**config.mk**
```make
export PLATFORM = sky130hd
export DESIGN_NAME = stuffed_frame_receiver_crc16
export DESIGN_NICKNAME = d
export VERILOG_FILES = /design/src/rtl/sfr_pkg.sv /design/src/rtl/stuffed_frame_receiver_crc16.sv
export VERILOG_INCLUDE_DIRS = /design/src /design/src/rtl
export SDC_FILE = /design/constraint.sdc
export NUM_CORES = 1
export LEC_CHECK = 0
export BUFFER_PORTS_ARGS = -buffer_cell sky130_fd_sc_hd__clkbuf_2
export CAP_MARGIN = 20
export CORE_UTILIZATION = 55
export DETAILED_ROUTE_END_ITERATION = 10
export PLACE_DENSITY = 0.81
export REMOVE_ABC_BUFFERS = 1
export SETUP_SLACK_MARGIN = 0.02
export SLEW_MARGIN = 20
export SYNTH_ARGS = -nofsm -noshare
export SYNTH_HDL_FRONTEND = slang
export SYNTH_SLANG_ARGS = --single-unit
```
**constraint.sdc**
```tcl
create_clock -name clk -period 10.1 [get_ports clk]
set_clock_uncertainty 0.1 [all_clocks]
set_input_delay 0.505 -clock clk [delete_from_list [all_inputs] [get_ports clk]]
set_output_delay 0.505 -clock clk [all_outputs]
set_load 0.05 [all_outputs]
```
**src/rtl/assert_macros.svh**
```systemverilog
// Assertion macros used by the RTL top level
`ifndef ASSERT_MACROS_SVH
`define ASSERT_MACROS_SVH

// same-cycle implication
`define ASSERT_IMPLIES(label, clk, rst_n, ante, cons, msg) \
  label: assert property (@(posedge clk) disable iff (!rst_n) (ante) |-> (cons)) \
    else $error(msg);

// next-cycle implication
`define ASSERT_NEXT(label, clk, rst_n, ante, cons, msg) \
  label: assert property (@(posedge clk) disable iff (!rst_n) (ante) |=> (cons)) \
    else $error(msg);

`endif

```
**src/rtl/sfr_pkg.sv**
```systemverilog
// Types, constants and helper functions for the stuffed frame receiver
package sfr_pkg;

  localparam int unsigned BYTE_W = 8;
  localparam int unsigned ADDR_W = 24;
  localparam int unsigned LEN_W  = 10;
  localparam int unsigned CMD_W  = 32;
  localparam int unsigned CRC_W  = 16;
  localparam int unsigned KIND_W = 3;

  localparam logic [BYTE_W-1:0] CH_NUL   = 8'h00;
  localparam logic [BYTE_W-1:0] CH_OPEN  = 8'h7B;
  localparam logic [BYTE_W-1:0] CH_CLOSE = 8'h7D;
  localparam logic [BYTE_W-1:0] CH_TILDE = 8'h7E;
  localparam logic [BYTE_W-1:0] CH_LBRK  = 8'h5B;
  localparam logic [BYTE_W-1:0] CH_RBRK  = 8'h5D;
  localparam logic [BYTE_W-1:0] CH_CARET = 8'h5E;
  localparam logic [BYTE_W-1:0] CH_ZERO  = 8'h30;
  localparam logic [BYTE_W-1:0] CH_NINE  = 8'h39;
  localparam logic [BYTE_W-1:0] CH_UA    = 8'h41;
  localparam logic [BYTE_W-1:0] CH_UF    = 8'h46;
  localparam logic [BYTE_W-1:0] CH_LA    = 8'h61;
  localparam logic [BYTE_W-1:0] CH_LF    = 8'h66;

  localparam logic [CRC_W-1:0] CRC_POLY = 16'h1021;
  localparam logic [CRC_W-1:0] CRC_INIT = 16'hFFFF;

  localparam logic [LEN_W-1:0] MIN_FRAME_BYTES = 10'd18;
  localparam logic [LEN_W-1:0] ADDR_BYTES      = 10'd3;
  localparam logic [LEN_W-1:0] LEN_DIGITS      = 10'd3;
  localparam logic [LEN_W-1:0] CMD_BYTES       = 10'd4;
  localparam logic [LEN_W-1:0] CRC_DIGITS      = 10'd4;

  localparam logic [ADDR_W-1:0] OWN_ADDR_RST = 24'h53544D;
  localparam logic [LEN_W-1:0]  MAX_LEN_RST  = 10'd700;

  typedef enum logic {
    CFG_OWN_ADDR = 1'b0,
    CFG_MAX_LEN  = 1'b1
  } cfg_idx_t;

  typedef enum logic [KIND_W-1:0] {
    KIND_PARAM   = 3'd0,
    KIND_GOOD    = 3'd1,
    KIND_CRC_ERR = 3'd2,
    KIND_ESC_ERR = 3'd3,
    KIND_LEN_ERR = 3'd4,
    KIND_SHORT   = 3'd5,
    KIND_NULL    = 3'd6,
    KIND_DROP    = 3'd7
  } kind_t;

  typedef enum logic [2:0] {
    PH_HEADER   = 3'd0,
    PH_SENDER   = 3'd1,
    PH_RECEIVER = 3'd2,
    PH_LENGTH   = 3'd3,
    PH_COMMAND  = 3'd4,
    PH_PARAM    = 3'd5,
    PH_CRC      = 3'd6,
    PH_FOOTER   = 3'd7
  } phase_t;

  typedef struct packed {
    logic  vld;
    kind_t kind;
  } evt_t;

  // CRC-16/CCITT-FALSE, one byte, MSB first
  function automatic logic [CRC_W-1:0] crc16_byte(input logic [CRC_W-1:0] c,
                                                  input logic [BYTE_W-1:0] b);
    logic [CRC_W-1:0] r;
    r = c ^ {b, 8'h00};
    for (int k = 0; k < BYTE_W; k++) begin
      r = r[CRC_W-1] ? ({r[CRC_W-2:0], 1'b0} ^ CRC_POLY) : {r[CRC_W-2:0], 1'b0};
    end
    return r;
  endfunction

  function automatic logic is_digit(input logic [BYTE_W-1:0] b);
    return (b >= CH_ZERO) && (b <= CH_NINE);
  endfunction

  function automatic logic is_hex(input logic [BYTE_W-1:0] b);
    return is_digit(b) || ((b >= CH_UA) && (b <= CH_UF)) || ((b >= CH_LA) && (b <= CH_LF));
  endfunction

  function automatic logic [3:0] hex_val(input logic [BYTE_W-1:0] b);
    return is_digit(b) ? b[3:0] : (b[3:0] + 4'd9);
  endfunction

endpackage

```
**src/rtl/stuffed_frame_receiver_crc16.sv**
```systemverilog
// Byte-stuffed frame receiver with CRC-16/CCITT-FALSE check, top level
// Takes one raw byte per clock and returns at most one result per byte: each
// accepted parameter digit, then one status at the end of a frame (good, CRC
// error, escape error, length error, short frame, drop), plus a null
// notice for every zero byte. Sustained rate is one byte per cycle while the
// result side is not stalling; a stalled result also holds the input. A byte
// is held in the input register until it advances, and its result is then
// presented from the result register. The whole per-byte update, including an
// unrolled 8-bit CRC step, sits between those two registers. Configuration
// must only be written while no byte or result is in flight.
module stuffed_frame_receiver_crc16
  import sfr_pkg::*;
(
  input  logic                clk,
  input  logic                rst_n,
  input  logic                in_valid,
  output logic                in_stall,
  input  logic [BYTE_W-1:0]   in_rx_byte,
  output logic                out_valid,
  input  logic                out_stall,
  output logic [KIND_W-1:0]   out_kind,
  output logic [BYTE_W-1:0]   out_param_digit,
  output logic [ADDR_W-1:0]   out_sender,
  output logic [CMD_W-1:0]    out_command_word,
  output logic [LEN_W-1:0]    out_param_count,
  output logic [CRC_W-1:0]    out_computed_crc,
  input  logic                cfg_wr_en,
  input  cfg_idx_t            cfg_index,
  input  logic [ADDR_W-1:0]   cfg_wdata
);

`include "assert_macros.svh"

  logic               in_vld_r;
  logic [BYTE_W-1:0]  in_byte_r;
  logic [ADDR_W-1:0]  own_addr_r;
  logic [LEN_W-1:0]   max_len_r;

  phase_t             phase_r, phase_nxt;
  logic               esc_r, esc_nxt;
  logic [CRC_W-1:0]   crc_r, crc_nxt;
  logic [LEN_W-1:0]   fbc_r, fbc_nxt;
  logic [LEN_W-1:0]   fidx_r, fidx_nxt;
  logic [LEN_W-1:0]   dlen_r, dlen_nxt;
  logic [ADDR_W-1:0]  sender_r, sender_nxt;
  logic [ADDR_W-1:0]  recv_r, recv_nxt;
  logic [CMD_W-1:0]   cmd_r, cmd_nxt;
  logic [CRC_W-1:0]   rcrc_r, rcrc_nxt;

  logic               out_vld_r;
  kind_t              out_kind_r;
  logic [BYTE_W-1:0]  out_digit_r;
  logic [ADDR_W-1:0]  out_sender_r;
  logic [CMD_W-1:0]   out_cmd_r;
  logic [LEN_W-1:0]   out_count_r;
  logic [CRC_W-1:0]   out_crc_r;

  logic               adv;
  logic               fopen;
  logic               esc_bad;
  logic [BYTE_W-1:0]  bd;
  logic [CRC_W-1:0]   crc_upd;
  logic [LEN_W-1:0]   fidx_inc;
  logic [LEN_W-1:0]   dl_base;
  logic [13:0]        dl_mul;
  logic [LEN_W-1:0]   dlen_rpt;
  logic               frm_rst;
  evt_t               evt;

  kind_t              res_kind;
  logic [BYTE_W-1:0]  res_digit;
  logic [CMD_W-1:0]   res_cmd;
  logic [CRC_W-1:0]   res_crc;

  assign adv      = in_vld_r && (!out_vld_r || !out_stall);
  assign in_stall = in_vld_r && !adv;

  // unstuffing of the held byte
  always_comb begin : unstuff
    esc_bad = 1'b0;
    bd      = in_byte_r;
    if (esc_r) begin
      unique case (in_byte_r)
        CH_LBRK:  bd = CH_OPEN;
        CH_RBRK:  bd = CH_CLOSE;
        CH_CARET: bd = CH_TILDE;
        default:  esc_bad = 1'b1;
      endcase
    end
  end

  assign fopen    = (fbc_r != '0);
  assign crc_upd  = crc16_byte(crc_r, bd);
  assign fidx_inc = fidx_r + 10'd1;
  assign dl_base  = (fidx_r == '0) ? '0 : dlen_r;
  assign dl_mul   = {1'b0, dl_base, 3'b000} + {3'b000, dl_base, 1'b0} + {10'd0, bd[3:0]};

  // next state
  always_comb begin : next_state
    phase_nxt  = phase_r;
    esc_nxt    = esc_r;
    crc_nxt    = crc_r;
    fbc_nxt    = fbc_r;
    fidx_nxt   = fidx_r;
    dlen_nxt   = dlen_r;
    sender_nxt = sender_r;
    recv_nxt   = recv_r;
    cmd_nxt    = cmd_r;
    rcrc_nxt   = rcrc_r;
    frm_rst    = 1'b0;
    evt        = '{vld: 1'b0, kind: KIND_NULL};

    if (in_byte_r == CH_NUL) begin
      evt = '{vld: 1'b1, kind: KIND_NULL};
    end else if (!fopen && in_byte_r != CH_OPEN) begin
      // idle line noise
    end else if (fopen && in_byte_r == CH_OPEN) begin
      // restart on a fresh header
      phase_nxt = PH_SENDER;
      esc_nxt   = 1'b0;
      crc_nxt   = CRC_INIT;
      fbc_nxt   = 10'd1;
      fidx_nxt  = '0;
      dlen_nxt  = '0;
    end else if (fopen && fbc_r < MIN_FRAME_BYTES && in_byte_r == CH_CLOSE) begin
      evt     = '{vld: 1'b1, kind: KIND_SHORT};
      frm_rst = 1'b1;
    end else if (fopen && in_byte_r == CH_TILDE) begin
      esc_nxt = 1'b1;
    end else if (esc_bad) begin
      evt     = '{vld: 1'b1, kind: KIND_ESC_ERR};
      frm_rst = 1'b1;
    end else begin
      esc_nxt = 1'b0;
      unique case (phase_r)
        PH_HEADER: begin
          phase_nxt = PH_SENDER;
          fbc_nxt   = 10'd1;
        end
        PH_SENDER: begin
          crc_nxt    = crc_upd;
          fbc_nxt    = fbc_r + 10'd1;
          sender_nxt = {sender_r[ADDR_W-BYTE_W-1:0], bd};
          if (fidx_inc >= ADDR_BYTES) begin
            fidx_nxt  = '0;
            phase_nxt = PH_RECEIVER;
          end else begin
            fidx_nxt = fidx_inc;
          end
        end
        PH_RECEIVER: begin
          crc_nxt  = crc_upd;
          fbc_nxt  = fbc_r + 10'd1;
          recv_nxt = {recv_r[ADDR_W-BYTE_W-1:0], bd};
          if (fidx_inc >= ADDR_BYTES) begin
            if (recv_nxt != own_addr_r) begin
              evt     = '{vld: 1'b1, kind: KIND_DROP};
              frm_rst = 1'b1;
            end else begin
              fidx_nxt  = '0;
              phase_nxt = PH_LENGTH;
            end
          end else begin
            fidx_nxt = fidx_inc;
          end
        end
        PH_LENGTH: begin
          if (!is_digit(bd)) begin
            evt     = '{vld: 1'b1, kind: KIND_DROP};
            frm_rst = 1'b1;
          end else begin
            crc_nxt  = crc_upd;
            fbc_nxt  = fbc_r + 10'd1;
            dlen_nxt = dl_mul[LEN_W-1:0];
            if (fidx_inc >= LEN_DIGITS) begin
              if (dlen_nxt > max_len_r) begin
                evt     = '{vld: 1'b1, kind: KIND_LEN_ERR};
                frm_rst = 1'b1;
              end else begin
                fidx_nxt  = '0;
                phase_nxt = PH_COMMAND;
              end
            end else begin
              fidx_nxt = fidx_inc;
            end
          end
        end
        PH_COMMAND: begin
          crc_nxt = crc_upd;
          fbc_nxt = fbc_r + 10'd1;
          cmd_nxt = {cmd_r[CMD_W-BYTE_W-1:0], bd};
          if (fidx_inc >= CMD_BYTES) begin
            fidx_nxt  = '0;
            phase_nxt = (dlen_r == '0) ? PH_CRC : PH_PARAM;
          end else begin
            fidx_nxt = fidx_inc;
          end
        end
        PH_PARAM: begin
          if (!is_digit(bd)) begin
            evt     = '{vld: 1'b1, kind: KIND_DROP};
            frm_rst = 1'b1;
          end else begin
            crc_nxt = crc_upd;
            fbc_nxt = fbc_r + 10'd1;
            evt     = '{vld: 1'b1, kind: KIND_PARAM};
            if (fidx_inc >= dlen_r) begin
              fidx_nxt  = '0;
              phase_nxt = PH_CRC;
            end else begin
              fidx_nxt = fidx_inc;
            end
          end
        end
        PH_CRC: begin
          if (!is_hex(bd)) begin
            evt     = '{vld: 1'b1, kind: KIND_DROP};
            frm_rst = 1'b1;
          end else begin
            fbc_nxt  = fbc_r + 10'd1;
            rcrc_nxt = {rcrc_r[CRC_W-5:0], hex_val(bd)};
            if (fidx_inc >= CRC_DIGITS) begin
              fidx_nxt  = '0;
              phase_nxt = PH_FOOTER;
            end else begin
              fidx_nxt = fidx_inc;
            end
          end
        end
        PH_FOOTER: begin
          frm_rst = 1'b1;
          if (bd != CH_CLOSE) begin
            evt = '{vld: 1'b1, kind: KIND_DROP};
          end else if (crc_r != rcrc_r) begin
            evt = '{vld: 1'b1, kind: KIND_CRC_ERR};
          end else begin
            evt = '{vld: 1'b1, kind: KIND_GOOD};
          end
        end
      endcase
    end

    dlen_rpt = dlen_nxt;
    if (frm_rst) begin
      phase_nxt = PH_HEADER;
      esc_nxt   = 1'b0;
      crc_nxt   = CRC_INIT;
      fbc_nxt   = '0;
      fidx_nxt  = '0;
      dlen_nxt  = '0;
    end
  end

  // result payload
  always_comb begin : result_out
    res_kind  = evt.kind;
    res_digit = (evt.kind == KIND_PARAM) ? bd : '0;
    res_cmd   = (evt.kind == KIND_GOOD) ? cmd_r : '0;
    res_crc   = (evt.kind == KIND_CRC_ERR) ? crc_r : '0;
  end

  always_ff @(posedge clk) begin
    if (!rst_n) begin
      in_vld_r   <= 1'b0;
      own_addr_r <= OWN_ADDR_RST;
      max_len_r  <= MAX_LEN_RST;
      phase_r    <= PH_HEADER;
      esc_r      <= 1'b0;
      crc_r      <= CRC_INIT;
      fbc_r      <= '0;
      fidx_r     <= '0;
      dlen_r     <= '0;
      sender_r   <= '0;
      out_vld_r  <= 1'b0;
    end else begin
      if (in_valid && !in_stall) begin
        in_vld_r <= 1'b1;
      end else if (adv) begin
        in_vld_r <= 1'b0;
      end

      if (cfg_wr_en) begin
        unique case (cfg_index)
          CFG_OWN_ADDR: own_addr_r <= cfg_wdata;
          CFG_MAX_LEN:  max_len_r  <= cfg_wdata[LEN_W-1:0];
        endcase
      end

      if (adv) begin
        phase_r  <= phase_nxt;
        esc_r    <= esc_nxt;
        crc_r    <= crc_nxt;
        fbc_r    <= fbc_nxt;
        fidx_r   <= fidx_nxt;
        dlen_r   <= dlen_nxt;
        sender_r <= sender_nxt;
      end

      if (adv && evt.vld) begin
        out_vld_r <= 1'b1;
      end else if (out_vld_r && !out_stall) begin
        out_vld_r <= 1'b0;
      end
    end
  end

  always_ff @(posedge clk) begin
    if (in_valid && !in_stall) begin
      in_byte_r <= in_rx_byte;
    end
    if (adv) begin
      recv_r <= recv_nxt;
      cmd_r  <= cmd_nxt;
      rcrc_r <= rcrc_nxt;
    end
    if (adv && evt.vld) begin
      out_kind_r   <= res_kind;
      out_digit_r  <= res_digit;
      out_sender_r <= sender_nxt;
      out_cmd_r    <= res_cmd;
      out_count_r  <= dlen_rpt;
      out_crc_r    <= res_crc;
    end
  end

  assign out_valid        = out_vld_r;
  assign out_kind         = out_kind_r;
  assign out_param_digit  = out_digit_r;
  assign out_sender       = out_sender_r;
  assign out_command_word = out_cmd_r;
  assign out_param_count  = out_count_r;
  assign out_computed_crc = out_crc_r;

  `ASSERT_IMPLIES(a_hdr_iff_empty, clk, rst_n, 1'b1, ((phase_r == PH_HEADER) == (fbc_r == '0)), "header phase and byte count disagree")
  `ASSERT_IMPLIES(a_esc_in_frame, clk, rst_n, esc_r, fbc_r != '0, "escape pending outside a frame")
  `ASSERT_IMPLIES(a_param_idx, clk, rst_n, phase_r == PH_PARAM, (dlen_r != '0) && (fidx_r < dlen_r), "parameter index out of range")
  `ASSERT_NEXT(a_result_loaded, clk, rst_n, adv && evt.vld, out_vld_r, "result lost on transfer")

endmodule

```
Yosys cells after proc, flatten, opt, wreduce, memory -nomap -nowiden
Index checks and enable logic that the tools add are counted.
{"block": "word_totals", "elab_cells": 266, "reg_bits": 275, "output_inout_bits": 95, "inputBits": 38}
{"block": "classes", "n_mux": 128, "eq_ne": 39, "bitwise_logic": 16, "n_addsub": 5, "reduce_logical": 46, "magnitude_cmp": 11}
{"op": "$mux 10", "n": 35}
{"op": "$mux 24", "n": 7}
{"op": "$mux 16", "n": 8}
{"op": "$mux 13", "n": 8}
{"op": "$mux 3", "n": 20}
{"op": "$pmux 10 s6", "n": 1}
{"op": "$mux 4", "n": 13}
{"op": "$eq 8x7->1 const B", "n": 6}
{"op": "$ne 4x4->1 const B", "n": 11}
{"op": "$pmux 10 s4", "n": 1}
{"op": "$pmux 16 s2", "n": 1}
{"op": "$mux 1", "n": 26}
{"op": "$ne 24x24->1", "n": 1}
{"op": "$not 3->3", "n": 8}
{"op": "$pmux 8 s3", "n": 1}
{"op": "$reduce_and 8->1", "n": 3}
{"op": "$pmux 3 s7", "n": 1}
{"op": "$add 10x1->10 const B", "n": 2}
{"op": "$logic_not 10->1", "n": 2}
{"op": "$pmux 4 s5", "n": 1}
{"op": "$reduce_and 18->1", "n": 1}
{"op": "$reduce_and 9->1", "n": 2}
{"op": "$ge 8x7->1 const B", "n": 2}
{"op": "$le 8x7->1 const B", "n": 2}
{"op": "other kinds (42)", "n": 82}

Longest topological paths before layout
{"block": "depth", "word_depth": 29, "mapped_depth": 22, "mapped_depth_nobuf": 21}

Least setup slack after synthesis
No wires, ideal clock.
{"block": "synth_path", "path_kind": "reg-to-reg", "from": "register fidx_r[2]", "to": "register out_cmd_r[0], in the netlist out_command_word[0], enable pin", "setup_slack_ns": 2.789, "n_path_buf": 1, "setup_ns": 0.459, "t_required_ns": 9.541, "t_arrival_ns": 6.752, "period_less_slack_ns": 7.311, "stages_incl_launch_ff": 21, "path_cell_list": "dfxtp_1 -> buf_2 -> nor3_1 -> nand4_1 -> and2_1 -> fa_1 -> ha_1 -> a21o_1 -> a21oi_1 -> nor2b_1 -> o21a_1 -> o41a_1 -> xnor2_1 -> ha_1 -> nand4_1 -> a211oi_1 -> a2111oi_0 -> nor4_1 -> o31ai_1 -> a31oi_1 -> o21a_1"}
{"block": "synth_between", "elab_chain_len": 16, "word_cells_on_any_way": 19, "cone_classes": "3 x add/sub; 2 x order compare; 12 x mux; 2 x reduce/logical"}
{"element": "start: declaration", "line": "stuffed_frame_receiver_crc16.sv:43", "source": "logic [LEN_W-1:0] fidx_r, fidx_nxt;"}
{"element": "start signal: assignment", "line": "stuffed_frame_receiver_crc16.sv:294", "source": "fidx_r <= fidx_nxt;"}
{"element": "$logic_not 10->1", "line": "stuffed_frame_receiver_crc16.sv:95", "source": "assign dl_base = (fidx_r == '0) ? '0 : dlen_r;"}
{"element": "$mux 9", "line": "stuffed_frame_receiver_crc16.sv:95"}
{"element": "$add 10x10->10", "line": "stuffed_frame_receiver_crc16.sv:96", "source": "assign dl_mul = {1'b0, dl_base, 3'b000} + {3'b000, dl_base, 1'b0} + {10'd0, bd[3:0]};"}
{"element": "$add 10x4->10", "line": "stuffed_frame_receiver_crc16.sv:96"}
{"element": "$gt 10x10->1", "line": "stuffed_frame_receiver_crc16.sv:176", "source": "if (dlen_nxt > max_len_r) begin"}
{"element": "$mux 4", "line": "stuffed_frame_receiver_crc16.sv:176"}
{"element": "$mux 4", "line": "stuffed_frame_receiver_crc16.sv:175", "source": "if (fidx_inc >= LEN_DIGITS) begin"}
{"element": "$mux 4", "line": "stuffed_frame_receiver_crc16.sv:168", "source": "if (!is_digit(bd)) begin"}
{"element": "$pmux 4 s5 *", "line": "stuffed_frame_receiver_crc16.sv:135", "source": "unique case (phase_r)"}
{"element": "$mux 4 *", "line": "stuffed_frame_receiver_crc16.sv:130", "source": "end else if (esc_bad) begin"}
{"element": "$mux 4 *", "line": "stuffed_frame_receiver_crc16.sv:128", "source": "end else if (fopen && in_byte_r == CH_TILDE) begin"}
{"element": "$mux 4 *", "line": "stuffed_frame_receiver_crc16.sv:125", "source": "end else if (fopen && fbc_r < MIN_FRAME_BYTES && in_byte_r == CH_CLOSE) begin"}
{"element": "$mux 4 *", "line": "stuffed_frame_receiver_crc16.sv:117", "source": "end else if (fopen && in_byte_r == CH_OPEN) begin"}
{"element": "$mux 4 *", "line": "stuffed_frame_receiver_crc16.sv:115", "source": "end else if (!fopen && in_byte_r != CH_OPEN) begin"}
{"element": "$mux 4 *", "line": "stuffed_frame_receiver_crc16.sv:113", "source": "if (in_byte_r == CH_NUL) begin"}
{"element": "$logic_and 1x1->1 *", "line": "stuffed_frame_receiver_crc16.sv:316", "source": "if (adv && evt.vld) begin"}
{"element": "end signal: assignment", "line": "stuffed_frame_receiver_crc16.sv:320", "source": "out_cmd_r <= res_cmd;"}
{"element": "end: declaration", "line": "stuffed_frame_receiver_crc16.sv:54", "source": "logic [CMD_W-1:0] out_cmd_r;"}
Every way passes the cells marked *; elsewhere a longest branch is shown, timed or not.
A chain may end at the register's enable or synchronous reset.

Final worst setup path
{"block": "layout_path", "from": "register fidx_r[4]", "to": "register out_crc_r[14], in the netlist out_computed_crc[14], enable pin"}
{"block": "layout_between", "elab_chain_len": 16, "word_cells_on_any_way": 19, "cone_classes": "3 x add/sub; 2 x order compare; 12 x mux; 2 x reduce/logical"}
{"element": "$logic_not 10->1", "line": "stuffed_frame_receiver_crc16.sv:95"}
{"element": "$mux 9", "line": "stuffed_frame_receiver_crc16.sv:95"}
{"element": "$add 10x10->10", "line": "stuffed_frame_receiver_crc16.sv:96"}
{"element": "$add 10x4->10", "line": "stuffed_frame_receiver_crc16.sv:96"}
{"element": "$gt 10x10->1", "line": "stuffed_frame_receiver_crc16.sv:176"}
{"element": "$mux 4", "line": "stuffed_frame_receiver_crc16.sv:176"}
{"element": "$mux 4", "line": "stuffed_frame_receiver_crc16.sv:175"}
{"element": "$mux 4", "line": "stuffed_frame_receiver_crc16.sv:168"}
{"element": "$pmux 4 s5 *", "line": "stuffed_frame_receiver_crc16.sv:135"}
{"element": "$mux 4 *", "line": "stuffed_frame_receiver_crc16.sv:130"}
{"element": "$mux 4 *", "line": "stuffed_frame_receiver_crc16.sv:128"}
{"element": "$mux 4 *", "line": "stuffed_frame_receiver_crc16.sv:125"}
{"element": "$mux 4 *", "line": "stuffed_frame_receiver_crc16.sv:117"}
{"element": "$mux 4 *", "line": "stuffed_frame_receiver_crc16.sv:115"}
{"element": "$mux 4 *", "line": "stuffed_frame_receiver_crc16.sv:113"}
{"element": "$logic_and 1x1->1 *", "line": "stuffed_frame_receiver_crc16.sv:316"}
{"element": "end signal: assignment", "line": "stuffed_frame_receiver_crc16.sv:322", "source": "out_crc_r <= res_crc;"}
{"element": "end: declaration", "line": "stuffed_frame_receiver_crc16.sv:56", "source": "logic [CRC_W-1:0] out_crc_r;"}
Marks and branches as above.

==> flow_summary_export.csv <==
group,metric,value,unit
global_routing,track_usage,0.236,
logic_synthesis,synth_edf_count,165,
finish,area_growth,14.4,%
timing,period_needed,7300,ps
power_and_ir_drop,p_int,0.00182,W
detailed_routing,first_iter_violations,664,
placement,dp.cells,1566,
detailed_routing,ant_nets,0,
floorplan,rows,55,
logic_synthesis,synth-seq-area-share,0.554,
timing,hold_ws,51.1,ps
timing,finalSetupTns,0,ps
detailed_routing,via_per_inst,5.75,
clock_tree,cts_tree,"yes",
finish,fin_cells,1617,
worst_setup_path,start_kind,"flop",
placement,place_congestion,0.959,
worst_setup_path,endpoint_kind,"flop",
worst_setup_path,worstPathRequired,10130,ps
clock_tree,worstSkewPairLatency,530,ps
finish,nets,1369,
timing,timing.fmax,0.137,GHz
floorplan,design.core.area,22800,µm²
power_and_ir_drop,netSwitchingPower,0.000484,W
worst_hold_path,min_from,"in_rx_byte[0]",
clock_tree,clk_pin_slew,60,ps
timing,drv_slew,0,
worst_hold_path,holdPathStages,1,
clock_tree,clockBufferDepth,3,
worst_setup_path,cp_cell_sequence,"nor3_1 -> nand4_1 -> and2_1 -> fa_1 -> ha_1 -> a21o_1 -> a21oi_1 -> nor2b_1 -> o21a_1 -> o41a_1 -> xnor2_1 -> ha_1 -> nand4_1 -> a211oi_1 -> a2111oi_0 -> nor4_1 -> o31ai_1 -> a31oi_1 -> o21a_4 -> buf_4",
worst_hold_path,worst_hold_path.endpoint,"in_byte_r[0]",
finish,antenna_cells,0,
timing,worst_slack,2800,ps
worst_setup_path,r2r-end,"out_computed_crc[14]",
logic_synthesis,synth_area_per_cell,11.1,µm²
worst_hold_path,min_path_type,"input pin to flop",
detailed_routing,dr.pass1.iters,5,
worst_setup_path,path_buf_inv,1,
global_routing,overflow,0,
detailed_routing,drc_errors,0,
detailed_routing,wl,28800,µm
global_routing,antenna_found_initial,0,
job,drv_cap,0,
global_routing,grt_pass1_vias,8720,
clock_tree,post-cts-setup-buffers,0,
detailed_routing,num_vias,9292,
clock_tree,ctsHoldBuffers,0,
power_and_ir_drop,clkPwrFrac,0.439,
worst_setup_path,rrSetupSlack,2800,ps
global_routing,grt_pass1_wl,45200,µm
floorplan,pin_count,133,
clock_tree,clockRootBuffer,"clkbuf_16",
detailed_routing,wl_per_cell,17.8,µm
logic_synthesis,netlist_instances,1166,
worst_setup_path,reg2reg_depth,20,
clock_tree,clock-sinks,275,
timing,worst_slew_pin_slew,1080,ps
logic_synthesis,async_reset_ff_frac,0,
worst_setup_path,critPathKind,"flop to flop",
worst_setup_path,cpLargestDelayFamily,"compound AO/OA/AOI/OAI gates",
logic_synthesis,ys_ff_latch,275,
power_and_ir_drop,p_leak,5.47,nW
worst_setup_path,slowest_delay,950,ps
power_and_ir_drop,peakVddDrop,108,µV
outcome,status,"completed",
clock_tree,cts_buffers,27,
timing,setup_violations,0,
worst_setup_path,worstPathMaxFanout,83,
floorplan,die_h,155,µm
placement,dp.final_hpwl,19500,µm
power_and_ir_drop,p_seq_frac,0.523,
clock_tree,cts_resized,0,
worst_setup_path,cp_slowest_cell,"o31ai_1",
power_and_ir_drop,swShare,0.210,
finish,final_common_cell,"edfxtp_1",
clock_tree,h-tree-depth,1,
finish,fin_util,0.647,
worst_setup_path,rr_startpoint,"fidx_r[4]",
placement,place_ws,2910,ps
finish,final_cell_mix,"edfxtp_1 (165), nand2_1 (140), clkbuf_2 (132)",
floorplan,die-area,24100,µm²
worst_setup_path,crit_arrival,7330,ps
floorplan,initial_core_util,0.565,
logic_synthesis,syn-cell-area,12900,µm²
placement,port_buffers,132,
floorplan,die_w,155,µm
global_routing,grt_max_degree,84,
power_and_ir_drop,power.density,156,nW/µm²
timing,period_share,0.723,
timing,grt_setup_unrepaired,"false",
logic_synthesis,yosys.cell_types.count,76,
logic_synthesis,ys.flop_type,"edfxtp_1",
worst_setup_path,crit_start,"fidx_r[4]",
power_and_ir_drop,combPwrFrac,0.038,
logic_synthesis,ys.warnings.count,0,
finish,drive_above_1_share,0.192,
timing,hold_viol,0,
timing,maxSlewHeadroom,0.276,
## cell usage after synthesis (5+ instances only)
library cell  instances  area, µm²
edfxtp_1            165       4950
nand2_1             140        526
dfxtp_1             110       2200
and2_1               55        344
inv_1                54        203
a21oi_1              53        265
nor2_1               49        184
ha_1                 46        576
xnor2_1              46        403
xor2_1               40        350
nand3_1              37        185
clkbuf_1             36        135
mux2_2               31        349
nor3_1               24        120
o21ai_0              23        115
a22o_1               22        193
nand4_1              22        138
nor4_1               21        131
buf_2                16       80.1
nand2b_1             15       93.8
o211ai_1             12       90.1
a32oi_1              10       87.6
a41oi_1               8       70.1
buf_1                 8       30.0
or3_1                 8       50.1
a211oi_1              7       52.6
o21ai_1               7       35.0
and3_1                6       37.5
and4_1                5       43.8
## routing by layer
metal / share of wire / routed length, µm / track usage
met1: 0.44 / 12600 / 0.326
met2: 0.47 / 13600 / 0.387
met3: 0.071 / 2040 / 0.0351
met4: 0.019 / 551 / 0.0672
met5: 0 / 0 / 0
## logic make-up (layout without fill, tap and decap cells)
family / count (synthesis) / count (layout) / synth area share
other: 1 / 2 / 0.000291
and+or+nand+nor: 409 / 409 / 0.161
muxes: 35 / 35 / 0.0309
buffers and inverters: 117 / 254 / 0.0367
AOI/OAI and AO/OA: 195 / 195 / 0.111
xor gates and xnor gates: 86 / 86 / 0.0584
adders and majority gates: 48 / 48 / 0.0477
DFF: 275 / 275 / 0.554
## through the flow
step           total power, W  instance area (µm²)
2_1_floorplan         0.00128                12600
3_3_place_gp          0.00131                13800
3_5_place_dp          0.00132                13800
4_1_cts               0.00232                14800
5_1_grt               0.00237                14800
6_report              0.00230                14800
## registers in the layout (all words and copies together) (netlist names)
| register | flops |
|---|---|
| phase_r | 3 |
| out_param_count | 10 |
| out_command_word | 32 |
| max_len_r | 10 |
| fbc_r | 10 |
| out_sender | 24 |
| cmd_r | 32 |
| rcrc_r | 16 |
| sender_r | 24 |
| dlen_r | 10 |
| out_valid | 1 |
| out_param_digit | 8 |
| fidx_r | 10 |
| esc_r | 1 |
| in_byte_r | 8 |
| recv_r | 16 |
| crc_r | 16 |
| own_addr_r | 24 |
| out_computed_crc | 16 |
| in_vld_r | 1 |
| out_kind | 3 |
## layout make-up
cell class	count	area, µm²
Clock buffer	31	732
Clock inverter	19	179
Fill cell	1753	8080
Inverter	55	206
Multi-Input combinational cell	775	5310
Sequential cell	275	7160
Tap cell	313	392
Timing Repair Buffer	149	796
## worst max path at each step
| stage | to | slack [ps] | cells after the start |
|---|---|---|---|
| 5_1_grt | out_command_word[0] | 2420 | 20 |
| 2_1_floorplan | out_command_word[0] | 2860 | 19 |
| 6_report | out_computed_crc[14] | 2800 | 20 |
| 4_1_cts | out_computed_crc[7] | 2910 | 20 |
| 3_3_place_gp | out_computed_crc[2] | 3110 | 20 |
| 3_5_place_dp | out_computed_crc[2] | 2910 | 20 |
## power by group through the flow
stage	Clock, W	Combinational [W]	Sequential [W]
floorplan	0	0.0000527	0.00123
global placement	0	0.0000840	0.00123
detailed placement	0	0.0000864	0.00123
CTS	0.00102	0.0000871	0.00120
global route	0.00107	0.0000967	0.00121
finish	0.00101	0.0000881	0.00120
Note: power is estimated with default switching activity, not from simulation.
